==> config.mk <==
export PLATFORM = sky130hd
export DESIGN_NAME = psr_power_cell
export DESIGN_NICKNAME = d
export VERILOG_FILES = /design/src/design/psr_pkg.sv /design/src/design/psr_power_cell.sv
export SDC_FILE = /design/constraint.sdc
export NUM_CORES = 2
export LEC_CHECK = 0
export ABC_CLOCK_PERIOD_IN_PS = 8500
export BUFFER_PORTS_ARGS = -buffer_cell sky130_fd_sc_hd__clkbuf_2
export CAP_MARGIN = 20
export CORE_MARGIN = 2
export CORE_UTILIZATION = 60
export CTS_CLUSTER_DIAMETER = 40
export CTS_CLUSTER_SIZE = 40
export DETAILED_ROUTE_END_ITERATION = 12
export PLACE_DENSITY = 0.87
export SKIP_CTS_REPAIR_TIMING = 1
export SKIP_LAST_GASP = 1
export SLEW_MARGIN = 20
export SYNTH_ARGS = -nofsm -noshare
export SYNTH_HDL_FRONTEND = slang
export SYNTH_SLANG_ARGS = --single-unit
==> constraint.sdc <==
create_clock -name clk -period 8.5 [get_ports clk]
set_input_delay 0 -clock clk [delete_from_list [all_inputs] [get_ports clk]]
set_output_delay 0 -clock clk [all_outputs]
set_load 0.05 [all_outputs]
==> src/design/psr_pkg.sv <==
`timescale 1ns / 1ps

package psr_pkg;

  // Q0.24 powers and scaled coordinates, 1.0 included
  localparam int QF = 24;
  localparam int QW = 25;
  localparam int unsigned Q_ONE  = 32'h0100_0000;
  localparam int unsigned Q_HALF = 32'h0080_0000;

  localparam int IDX_W  = 4;
  localparam int GRAY_W = 8;
  localparam logic [GRAY_W-1:0] GRAY_MAX = 8'd255;

  // Request codes
  localparam logic REQ_LOAD  = 1'b0;
  localparam logic REQ_PIXEL = 1'b1;

  // Configuration register indexes
  typedef enum logic [1:0] {
    CFG_HOR_DEGREE  = 2'd0,
    CFG_VERT_DEGREE = 2'd1,
    CFG_X_SCALE     = 2'd2,
    CFG_Y_SCALE     = 2'd3
  } psr_cfg_reg_t;

  // Control part of a beat moving down the chain
  typedef struct packed {
    logic             valid;
    logic             is_pix;
    logic [IDX_W-1:0] idx;
  } psr_ctl_t;

endpackage

==> src/design/psr_power_cell.sv <==
`timescale 1ns / 1ps

// One power step: p[K] = round(p[K-1] * c) for both coordinates
module psr_power_cell import psr_pkg::*; #(
  parameter int K           = 1,
  parameter int MAX_DEGREE  = 3,
  parameter int COEFF_WIDTH = 32
) (
  input  logic                          clk,
  input  logic                          rst_n,
  input  logic                          en,
  input  psr_ctl_t                      ctl_in,
  input  logic signed [COEFF_WIDTH-1:0] coeff_in,
  input  logic [QW-1:0]                 cx_in,
  input  logic [QW-1:0]                 cy_in,
  input  logic [MAX_DEGREE:0][QW-1:0]   px_in,
  input  logic [MAX_DEGREE:0][QW-1:0]   py_in,
  output psr_ctl_t                      ctl_r,
  output logic signed [COEFF_WIDTH-1:0] coeff_r,
  output logic [QW-1:0]                 cx_r,
  output logic [QW-1:0]                 cy_r,
  output logic [MAX_DEGREE:0][QW-1:0]   px_r,
  output logic [MAX_DEGREE:0][QW-1:0]   py_r
);

  logic [2*QW-1:0] xprod, yprod, xrnd, yrnd;
  logic [MAX_DEGREE:0][QW-1:0] px_nxt, py_nxt;

  // Rounded Q0.24 products; result never exceeds 1.0
  always_comb begin
    xprod  = (2*QW)'(px_in[K-1]) * (2*QW)'(cx_in);
    yprod  = (2*QW)'(py_in[K-1]) * (2*QW)'(cy_in);
    xrnd   = xprod + (2*QW)'(Q_HALF);
    yrnd   = yprod + (2*QW)'(Q_HALF);
    px_nxt = px_in;
    py_nxt = py_in;
    px_nxt[K] = xrnd[QF +: QW];
    py_nxt[K] = yrnd[QF +: QW];
  end

  always_ff @(posedge clk) begin
    if (!rst_n) begin
      ctl_r <= '0;
    end else if (en) begin
      ctl_r <= ctl_in;
    end
  end

  always_ff @(posedge clk) begin
    if (en) begin
      coeff_r <= coeff_in;
      cx_r    <= cx_in;
      cy_r    <= cy_in;
      px_r    <= px_nxt;
      py_r    <= py_nxt;
    end
  end

endmodule

==> results.txt <==
Final TNS setup -> 0 ns
GR peak layer -> met2
Final setup viols -> 0
final-layout fill cell count -> 5,512
EDFF count, synth -> 282
commonest non-fill, non-tap cell in the layout -> inv_1
slowest stage delay, CP -> 0.59 ns
most frequent cells in the layout -> inv_1 (1,190), fa_1 (1,050), nand2_1 (657)
CTS max path bufs -> 3
yosys warns -> 0
post-synthesis sequential area ratio -> 17.6%
IO Port Bufs -> 528
GRT Total Usage -> 34.6%
Hold Vio Cnt, Final -> 1
Worst-path clk slew -> 0.05 ns
M3 GR Usage -> 11.5%
Max Cap Violations -> 0
post-synthesis adder-cell area fraction -> 53.1%
Compound-Gate Fraction of Synth Area -> 2.84%
post-synth top area share -> 43.1%
H-tree lvl count -> 2
Vias/cell -> 5.67
die width -> 289 um
slowest CP cell -> fa_1
f_max -> 136 MHz
Total Die Area -> 83,600 um2
dpl hpwl -> 105,000 um
flops & latches, synth -> 288
Initial Util -> 60.6%
Final GP Congestion -> 0.941
Hold WC Path Type -> in -> reg
chip height -> 289 um
Final Non-Filler Cells -> 6,477
Area growth syn-to-layout -> 14.0%
status -> finished, violations left
global-route wire length before repair -> 218,000 um
Min Hold Slack -> -0.00190 ns
syn_area_per_cell -> 10.1 um2
WP data required -> 8.91 ns
clk sinks -> 288
largest net degree at the start of global routing -> 77
DR iter-0 viols -> 2,919
sequence of cells on the critical path -> dlygate4sd3_1 > clkbuf_2 > buf_4 > and2_1 > fa_1 > fa_1 > inv_1 > fa_1 > fa_1 > inv_1 > fa_1 > fa_1 > inv_1 > fa_1 > inv_1 > ha_1 > a21oi_1 > a21oi_1 > a41oi_1 > a21oi_1 > nand2_1 > o21ai_0 > o21ai_0 > xnor2_1
cell family with most CP delay -> adder cells
met1 usage -> 41.5%
vias in the first global route -> 40,286
final net count -> 7,100
Critical path buffers and inverters -> 7
Synth Instances -> 4,808
synthesized area -> 48,800 um2
Slew HR -> 30.0%
Pins Over Slew Limit -> 0
Post-Synth XOR/XNOR Area -> 1.08%
antenna violations before repair -> 9
worst slew pin tran -> 1.05 ns
number of clock buffers inserted by TritonCTS -> 51
Setup WS pre-CTS -> 1.11 ns
GR Util met2 -> 55.0%
CP arrival -> 7.78 ns
Root Buffer -> clkbuf_16
core box area -> 80,500 um2
CTS tree -> yes
antenna viol nets, final -> 0
crit path kind -> in -> reg
I/O pins -> 579
drt first pass iters -> 10
worst skew pair latency -> 0.61 ns
multiplexer share of the synthesized area -> 0.123%
Cell Rows -> 104
share of layout cells above drive strength 1 -> 12.3%
Synth Area in Simple Gates -> 14.5%
startpoint types -> primary input
syn_nets -> 6,539
failing checks -> negative hold slack
mean routed wirelength per cell -> 21.9 um
Worst path most repeated cell -> fa_1
post-route minimum period -> 7.36 ns
ranking of synthesized cells by area -> fa_1 (43%), edfxtp_1 (17%), ha_1 (10%)
peak fanout along the critical path -> 14
Max Clock Skew -> 0 ns
combinational family with the most area after synthesis -> adder cells
Final WS setup -> 1.14 ns
DRC violations left -> 0
gr ovfl total -> 0
DP Cell Count -> 6,222
Yosys cell types -> 60
Post-synth ARST share -> 0%
period utilization -> 86.6%
Crit. End Element -> register
RSZ-0062 raised after global routing -> no
Routed Wire Length -> 142,000 um
Most used DFF post-synth -> edfxtp_1
largest area contributor in the netlist -> fa_1
DR vias -> 36,741
[registers in the layout, indices dropped and copies added (netlist names)]
signal and count:
px_r 100, py_r 100, coeff_r 32, cx_r 25, cy_r 25, ctl_r 6
[through the flow]
step	cell area [um2]	utilization [%]
after detailed placement	52200	64.9
after floorplan	48800	-
after global routing	55600	69.0
after global placement	52200	64.9
final	55600	69.1
after CTS	54100	67.1
[synth_stat cells, types with 8 or more instances]
cell type     n
nor2b_1      11
and2_1      633
a21oi_1      70
a21o_1       30
nor3_1       12
edfxtp_1    282
xnor2_1      49
ha_1        390
inv_1      1190
clkbuf_1    212
and3_1       11
nor2_1       32
nand4_1      16
o21ai_0      31
xor2_1       11
fa_1       1050
o21bai_1      8
nand2_1     657
nand3_1      15
[per-layer routing]
layer	up-vias	wire, um
li1	15302	-
met1	18339	48600
met2	2451	66100
met3	641	17800
met4	8	9320
met5	-	55
[path summary, 6_finish.rpt]
check / start / to / slack, ns / cells past startpoint
min reg2reg: ctl_r[1] / ctl_r[1] / 0.56 / 2
max: py_in[15] / py_r[49] / 1.14 / 24
min: cy_in[8] / cy_r[8] / -0.002 / 1
max reg2reg: ctl_r[3] / ctl_r[3] / 7.14 / 3
[worst reg2reg max path, cell delays in order (launching register included)]
cell	delay [ns]
dfxtp_1	0.43
mux2i_1	0.16
nor2b_1	0.17
dlygate4sd3_1	0.55
[area by class of cell]
| cell class | count | area [um2] | area share, % |
|---|---|---|---|
| antenna | 6 | 15.0 | 0.0270 |
| clock buffer | 55 | 1290 | 2.32 |
| clock inverter | 40 | 532 | 0.956 |
| inverter | 1190 | 4470 | 8.03 |
| multi-input combinational | 3118 | 34900 | 62.8 |
| sequential | 288 | 8590 | 15.4 |
| tap | 1060 | 1330 | 2.38 |
| timing repair buffer | 720 | 4480 | 8.05 |
[kinds of logic (layout without fill, tap and decap cells)]
family          after synthesis  count (layout)
other cells                   0               6
buf+inv                    1402            2005
simple gates               1406            1406
fa+ha+maj                  1440            1440
mux                           6               6
compound gates              206             206
xor+xnor                     60              60
flops                       288             288
Power is left out: the tool's default activity adds up to more than one toggle a clock period on the data nets, which glitch-free logic cannot reach.
