--- src/design/psr_pkg.sv ---
`timescale 1ns / 1ps

package psr_pkg;

  // Q0.24 powers and scaled coordinates, 1.0 included
  localparam int QF = 24;
  localparam int QW = 25;
  localparam int unsigned Q_ONE  = 32'h0100_0000;
  localparam int unsigned Q_HALF = 32'h0080_0000;

  localparam int IDX_W  = 4;
  localparam int GRAY_W = 8;
  localparam logic [GRAY_W-1:0] GRAY_MAX = 8'd255;

  // Request codes
  localparam logic REQ_LOAD  = 1'b0;
  localparam logic REQ_PIXEL = 1'b1;

  // Configuration register indexes
  typedef enum logic [1:0] {
    CFG_HOR_DEGREE  = 2'd0,
    CFG_VERT_DEGREE = 2'd1,
    CFG_X_SCALE     = 2'd2,
    CFG_Y_SCALE     = 2'd3
  } psr_cfg_reg_t;

  // Control part of a beat moving down the chain
  typedef struct packed {
    logic             valid;
    logic             is_pix;
    logic [IDX_W-1:0] idx;
  } psr_ctl_t;

endpackage

--- src/design/psr_term_cell.sv ---
`timescale 1ns / 1ps

// Holds coefficient slot N and adds its term to the passing sum (two stages)
module psr_term_cell import psr_pkg::*; #(
  parameter int N           = 0,
  parameter int MAX_DEGREE  = 3,
  parameter int COEFF_WIDTH = 32,
  parameter int ACW         = 37
) (
  input  logic                          clk,
  input  logic                          rst_n,
  input  logic                          en,
  input  logic [1:0]                    hd,
  input  logic [1:0]                    vd,
  input  psr_ctl_t                      ctl_in,
  input  logic signed [COEFF_WIDTH-1:0] coeff_in,
  input  logic [MAX_DEGREE:0][QW-1:0]   px_in,
  input  logic [MAX_DEGREE:0][QW-1:0]   py_in,
  input  logic signed [ACW-1:0]         acc_in,
  output psr_ctl_t                      ctl_r,
  output logic signed [COEFF_WIDTH-1:0] coeff_r,
  output logic [MAX_DEGREE:0][QW-1:0]   px_r,
  output logic [MAX_DEGREE:0][QW-1:0]   py_r,
  output logic signed [ACW-1:0]         acc_r
);

  localparam int CW  = COEFF_WIDTH;
  localparam int PRW = CW + QW + 1;
  localparam int IXW = (MAX_DEGREE > 0) ? $clog2(MAX_DEGREE + 1) : 1;

  logic signed [CW-1:0] coef_r;

  // stage A registers
  psr_ctl_t                    a_ctl_r;
  logic signed [CW-1:0]        a_coeff_r;
  logic [MAX_DEGREE:0][QW-1:0] a_px_r, a_py_r;
  logic signed [ACW-1:0]       a_acc_r;
  logic signed [CW-1:0]        a_t_r;

  int             ti, tj;
  logic           term_on;
  logic [IXW-1:0] yi, xj;
  logic signed [PRW-1:0] prod_a, rnd_a, prod_b, rnd_b;
  logic signed [CW-1:0]  t_nxt, term_b;
  logic signed [ACW-1:0] acc_nxt;
  logic                  load_hit;

  // Slot N maps to powers (N / (hd+1), N % (hd+1))
  always_comb begin
    case (hd)
      2'd0:    begin ti = N;     tj = 0;     end
      2'd1:    begin ti = N / 2; tj = N % 2; end
      2'd2:    begin ti = N / 3; tj = N % 3; end
      default: begin ti = N / 4; tj = N % 4; end
    endcase
    term_on = (ti <= int'(vd)) && (ti <= MAX_DEGREE) && (tj <= MAX_DEGREE);
    yi = term_on ? IXW'(ti) : '0;
    xj = term_on ? IXW'(tj) : '0;
  end

  assign load_hit = ctl_in.valid && (ctl_in.is_pix == REQ_LOAD) && (int'(ctl_in.idx) == N);

  // coefficient times y power, rounded
  always_comb begin
    prod_a = coef_r * $signed({1'b0, py_in[yi]});
    rnd_a  = prod_a + PRW'(Q_HALF);
    t_nxt  = $signed(rnd_a[QF +: CW]);
  end

  // times x power, rounded, then accumulate
  always_comb begin
    prod_b  = a_t_r * $signed({1'b0, a_px_r[xj]});
    rnd_b   = prod_b + PRW'(Q_HALF);
    term_b  = $signed(rnd_b[QF +: CW]);
    acc_nxt = a_acc_r;
    if (term_on && a_ctl_r.is_pix) begin
      acc_nxt = a_acc_r + ACW'(term_b);
    end
  end

  // control and coefficient state
  always_ff @(posedge clk) begin
    if (!rst_n) begin
      coef_r  <= '0;
      a_ctl_r <= '0;
      ctl_r   <= '0;
    end else if (en) begin
      if (load_hit) begin
        coef_r <= coeff_in;
      end
      a_ctl_r <= ctl_in;
      ctl_r   <= a_ctl_r;
    end
  end

  always_ff @(posedge clk) begin
    if (en) begin
      a_coeff_r <= coeff_in;
      a_px_r    <= px_in;
      a_py_r    <= py_in;
      a_acc_r   <= acc_in;
      a_t_r     <= t_nxt;
      coeff_r   <= a_coeff_r;
      px_r      <= a_px_r;
      py_r      <= a_py_r;
      acc_r     <= acc_nxt;
    end
  end

endmodule

--- config.mk ---
export PLATFORM = sky130hd
export DESIGN_NAME = psr_term_cell
export DESIGN_NICKNAME = d
export VERILOG_FILES = /design/src/design/psr_pkg.sv /design/src/design/psr_term_cell.sv
export SDC_FILE = /design/constraint.sdc
export NUM_CORES = 2
export LEC_CHECK = 0
export BUFFER_PORTS_ARGS = -buffer_cell sky130_fd_sc_hd__buf_2
export CORE_ASPECT_RATIO = 2
export CORE_MARGIN = 5
export CORE_UTILIZATION = 60
export CTS_CLUSTER_SIZE = 10
export DETAILED_ROUTE_END_ITERATION = 8
export MAX_ROUTING_LAYER = met4
export PLACE_DENSITY = 0.79
export SLEW_MARGIN = 20
export SYNTH_ARGS = -nofsm -noshare
export SYNTH_HDL_FRONTEND = slang
export SYNTH_SLANG_ARGS = --single-unit
--- constraint.sdc ---
create_clock -name clk -period 21.4 [get_ports clk]
set_input_delay 2.14 -clock clk [delete_from_list [all_inputs] [get_ports clk]]
set_output_delay 2.14 -clock clk [all_outputs]
set_load 0.01 [all_outputs]
==> impl_metrics.yaml <==
synth:
  yosysTopAreaCell: "fa_1"
  synth_cell_types: 65
  post_synth.cell_area_avg_um2: 10.8
  synthTopCellsByArea: "fa_1, edfxtp_1, inv_1"
  ys_seq_area_share_pct: 23.7
  yosysWarnings: 0
  yosysTopAreaCellShare_pct: 42.6
  syn-num-nets: 9336
  synth_edf_count: 570
  synth_area_um2: 75800
  synth_flop_cell: "edfxtp_1"
  ys_seq_elements: 614
  syn-instance-count: 7046
  async_reset_ff_share_pct: 0
place:
  place_hpwl_um: 166000
  routabilityCongestion: 0.984
  port_buffers: 552
grt:
  grt_max_degree: 115
  grt_pass1_vias: 60300
  grt.overflow.total: 0
  antenna_found_initial: 28
  grt_use_total_pct: 34.1
  grt_pass1_wl_um: 333000
die:
  pin_count: 557
  die_w_um: 261
  dieArea_um2: 134000
  die_h_um: 513
  start_util_pct: 60.3
  num_rows: 184
  core_area_um2: 126000
cts:
  post_cts_resized: 0
  clock_latency_ns: 0.72
  clock-sinks: 614
  clkTransAtPathRegs_ns: 0.06
  cts_hold_buf: 0
  clockBufferDepth: 3
  post-cts-setup-buffer-count: 0
  htree_levels: 3
  clockRootBuffer: "clkbuf_16"
  numCtsBuffers: 73
  cts_tree: "done"
routing:
  drcViolationCount: 0
  viasPerCell: 5.71
  route.antenna.remaining_nets: 0
  wl_per_cell_um: 23.7
  drtIter0Drc: 3568
  wl_um: 218000
  drt_pass1_iterations: 5
  dr_total_vias: 52621
sta:
  rsz0062_at_grt: "false"
  fin_skew_ns: 0.0645
  setup_tns_ns: 0
  hold_viol: 0
  report.final.setup_viol: 0
  slew_headroom_pct: 18.7
  fmax_ghz: 0.0879
  tightestPinTransition_ns: 1.22
  fin_crit_sh_pct: 53.1
  drv_slew: 0
  layout_min_cycle_time_ns: 11.37
  whs_ns: 0.372
worst_hold_path:
  hold_depth: 0
  holdPathEnd: "coeff_r[29]"
  timing.hold.worst.start: "a_coeff_r[29]"
  hp-class: "reg2reg"
setup_path:
  worst-r2r-setup-slack_ns: 10.03
  cpMostUsedCell: "fa_1"
  critPathKind: "reg2reg"
  crit_path_max_fanout: 25
  end_kind: "register"
  critPathSlowestCell: "edfxtp_1"
  slowest_delay_ns: 1.15
  startpoint_type: "register"
  reg2reg_depth: 36
  rr_endpoint: "acc_r[33]"
  cp.required_ns: 21.83
  crit_arrival_ns: 11.81
  rr_startpoint: "a_t_r[19]"
  cp-startpoint: "a_t_r[19]"
cells_and_area:
  layout.nets: 9776
  area_delta_synth_final_pct: 9.04
  drive_above_1_share_pct: 10.7
job:
  cap_viol_max_count: 0
outcome:
  outcome: "finished clean"
[how the worst max path moves through the flow]
| stage | cells after the start | end |
|---|---|---|
| 2_1_floorplan | 37 | acc_r[33] |
| 3_3_place_gp | 34 | acc_r[36] |
| 3_5_place_dp | 36 | acc_r[33] |
| 4_1_cts | 36 | acc_r[33] |
| 5_1_grt | 36 | acc_r[36] |
| 6_report | 36 | acc_r[33] |
[cell families (layout without fill, tap and decap cells)]
logic type | count (synthesis) | in the layout | share of synthesized area [%]
XOR/XNOR | 126 | 126 | 1.46
buffers and inverters | 2022 | 2489 | 10.0
AND/OR/NAND/NOR | 1896 | 1896 | 12.1
flip-flops | 614 | 614 | 23.7
other | 0 | 25 | 0
AO/OA/AOI/OAI | 337 | 337 | 2.94
adder cells (fa/ha/maj) | 2008 | 2008 | 49.1
multiplexers | 43 | 43 | 0.618
[cell usage in the layout, fill, tap and decap left out, types with 15 or more instances in the layout]
master and n:
buf_2 551, a21boi_0 36, buf_4 111, diode_2 25
clkbuf_1 16, xor2_1 46, dfxtp_1 33, and2_1 708
nand2b_1 15, xnor2_1 80, o21bai_1 18, mux2_2 30
fa_1 1611, nand2_1 1016, edfxtp_1 570, nor2b_1 28
o21ai_0 48, inv_1 1722, nor2_1 53, nand3_1 19
a21oi_1 97, ha_1 397, a21o_1 61, clkbuf_16 73
[metrics by stage]
step | cells | area, um2 | setup slack [ns] | util (%)
6_report | 9212 | 82600 | 10.03 | 65.7
5_1_grt | 9212 | 82600 | 9.77 | 65.7
4_1_cts | 9185 | 82500 | 10.07 | 65.7
3_3_place_gp | 9083 | 80400 | 10.33 | 63.9
3_5_place_dp | 9083 | 80400 | 10.10 | 63.9
2_1_floorplan | 7046 | 75800 | 11.98 | -
[cells in the mapped netlist, types with 12 or more instances]
master	n
inv_1	1722
nor2b_1	28
clkbuf_1	296
o21bai_1	18
xnor2_1	80
nand2b_1	15
mux2_2	30
and2_1	708
nand4_1	13
o21ai_0	48
fa_1	1611
mux2i_1	13
a21o_1	61
ha_1	397
nand3_1	19
xor2_1	46
nand2_1	1016
dfxtp_1	44
a21oi_1	97
and3_1	12
nor2_1	53
edfxtp_1	570
a21boi_0	36
[critical path, delay by kind of cell, from the launching register on]
family          cells  cell delay (ns)
compound gates     14             3.48
fa+ha+maj           9             4.31
flops               1             1.15
simple gates        5             0.96
buf+inv             5             0.27
mux                 1             0.26
xor+xnor            2             0.69
[routing by layer]
| metal | up-vias | routed length [um] | track usage, % |
|---|---|---|---|
| li1 | 21657 | - | - |
| met1 | 26632 | 63400 | 33.0 |
| met2 | 3006 | 112000 | 58.3 |
| met3 | 1326 | 19100 | 7.22 |
| met4 | 0 | 23400 | 27.2 |
| met5 | - | 0 | - |
[flip-flops by register name (all words and copies together), names as in the netlist, 32 cells and up]
register,count
coef_r,32
py_r,100
acc_r,37
coeff_r,32
px_r,100
a_acc_r,37
a_py_r,100
a_px_r,100
a_t_r,32
a_coeff_r,32
[area by class of cell]
cell class / instances / area, um2
multi-input combinational: 4410 / 50200
fill: 9587 / 43100
sequential: 614 / 18000
inverter: 1722 / 6460
timing repair buffer: 665 / 3650
tap: 1674 / 2090
clock buffer: 91 / 1910
clock inverter: 11 / 241
antenna: 25 / 62.6
Power is not shown: default switching activity piles up to over one toggle a cycle in this logic, so the estimate is an artifact.
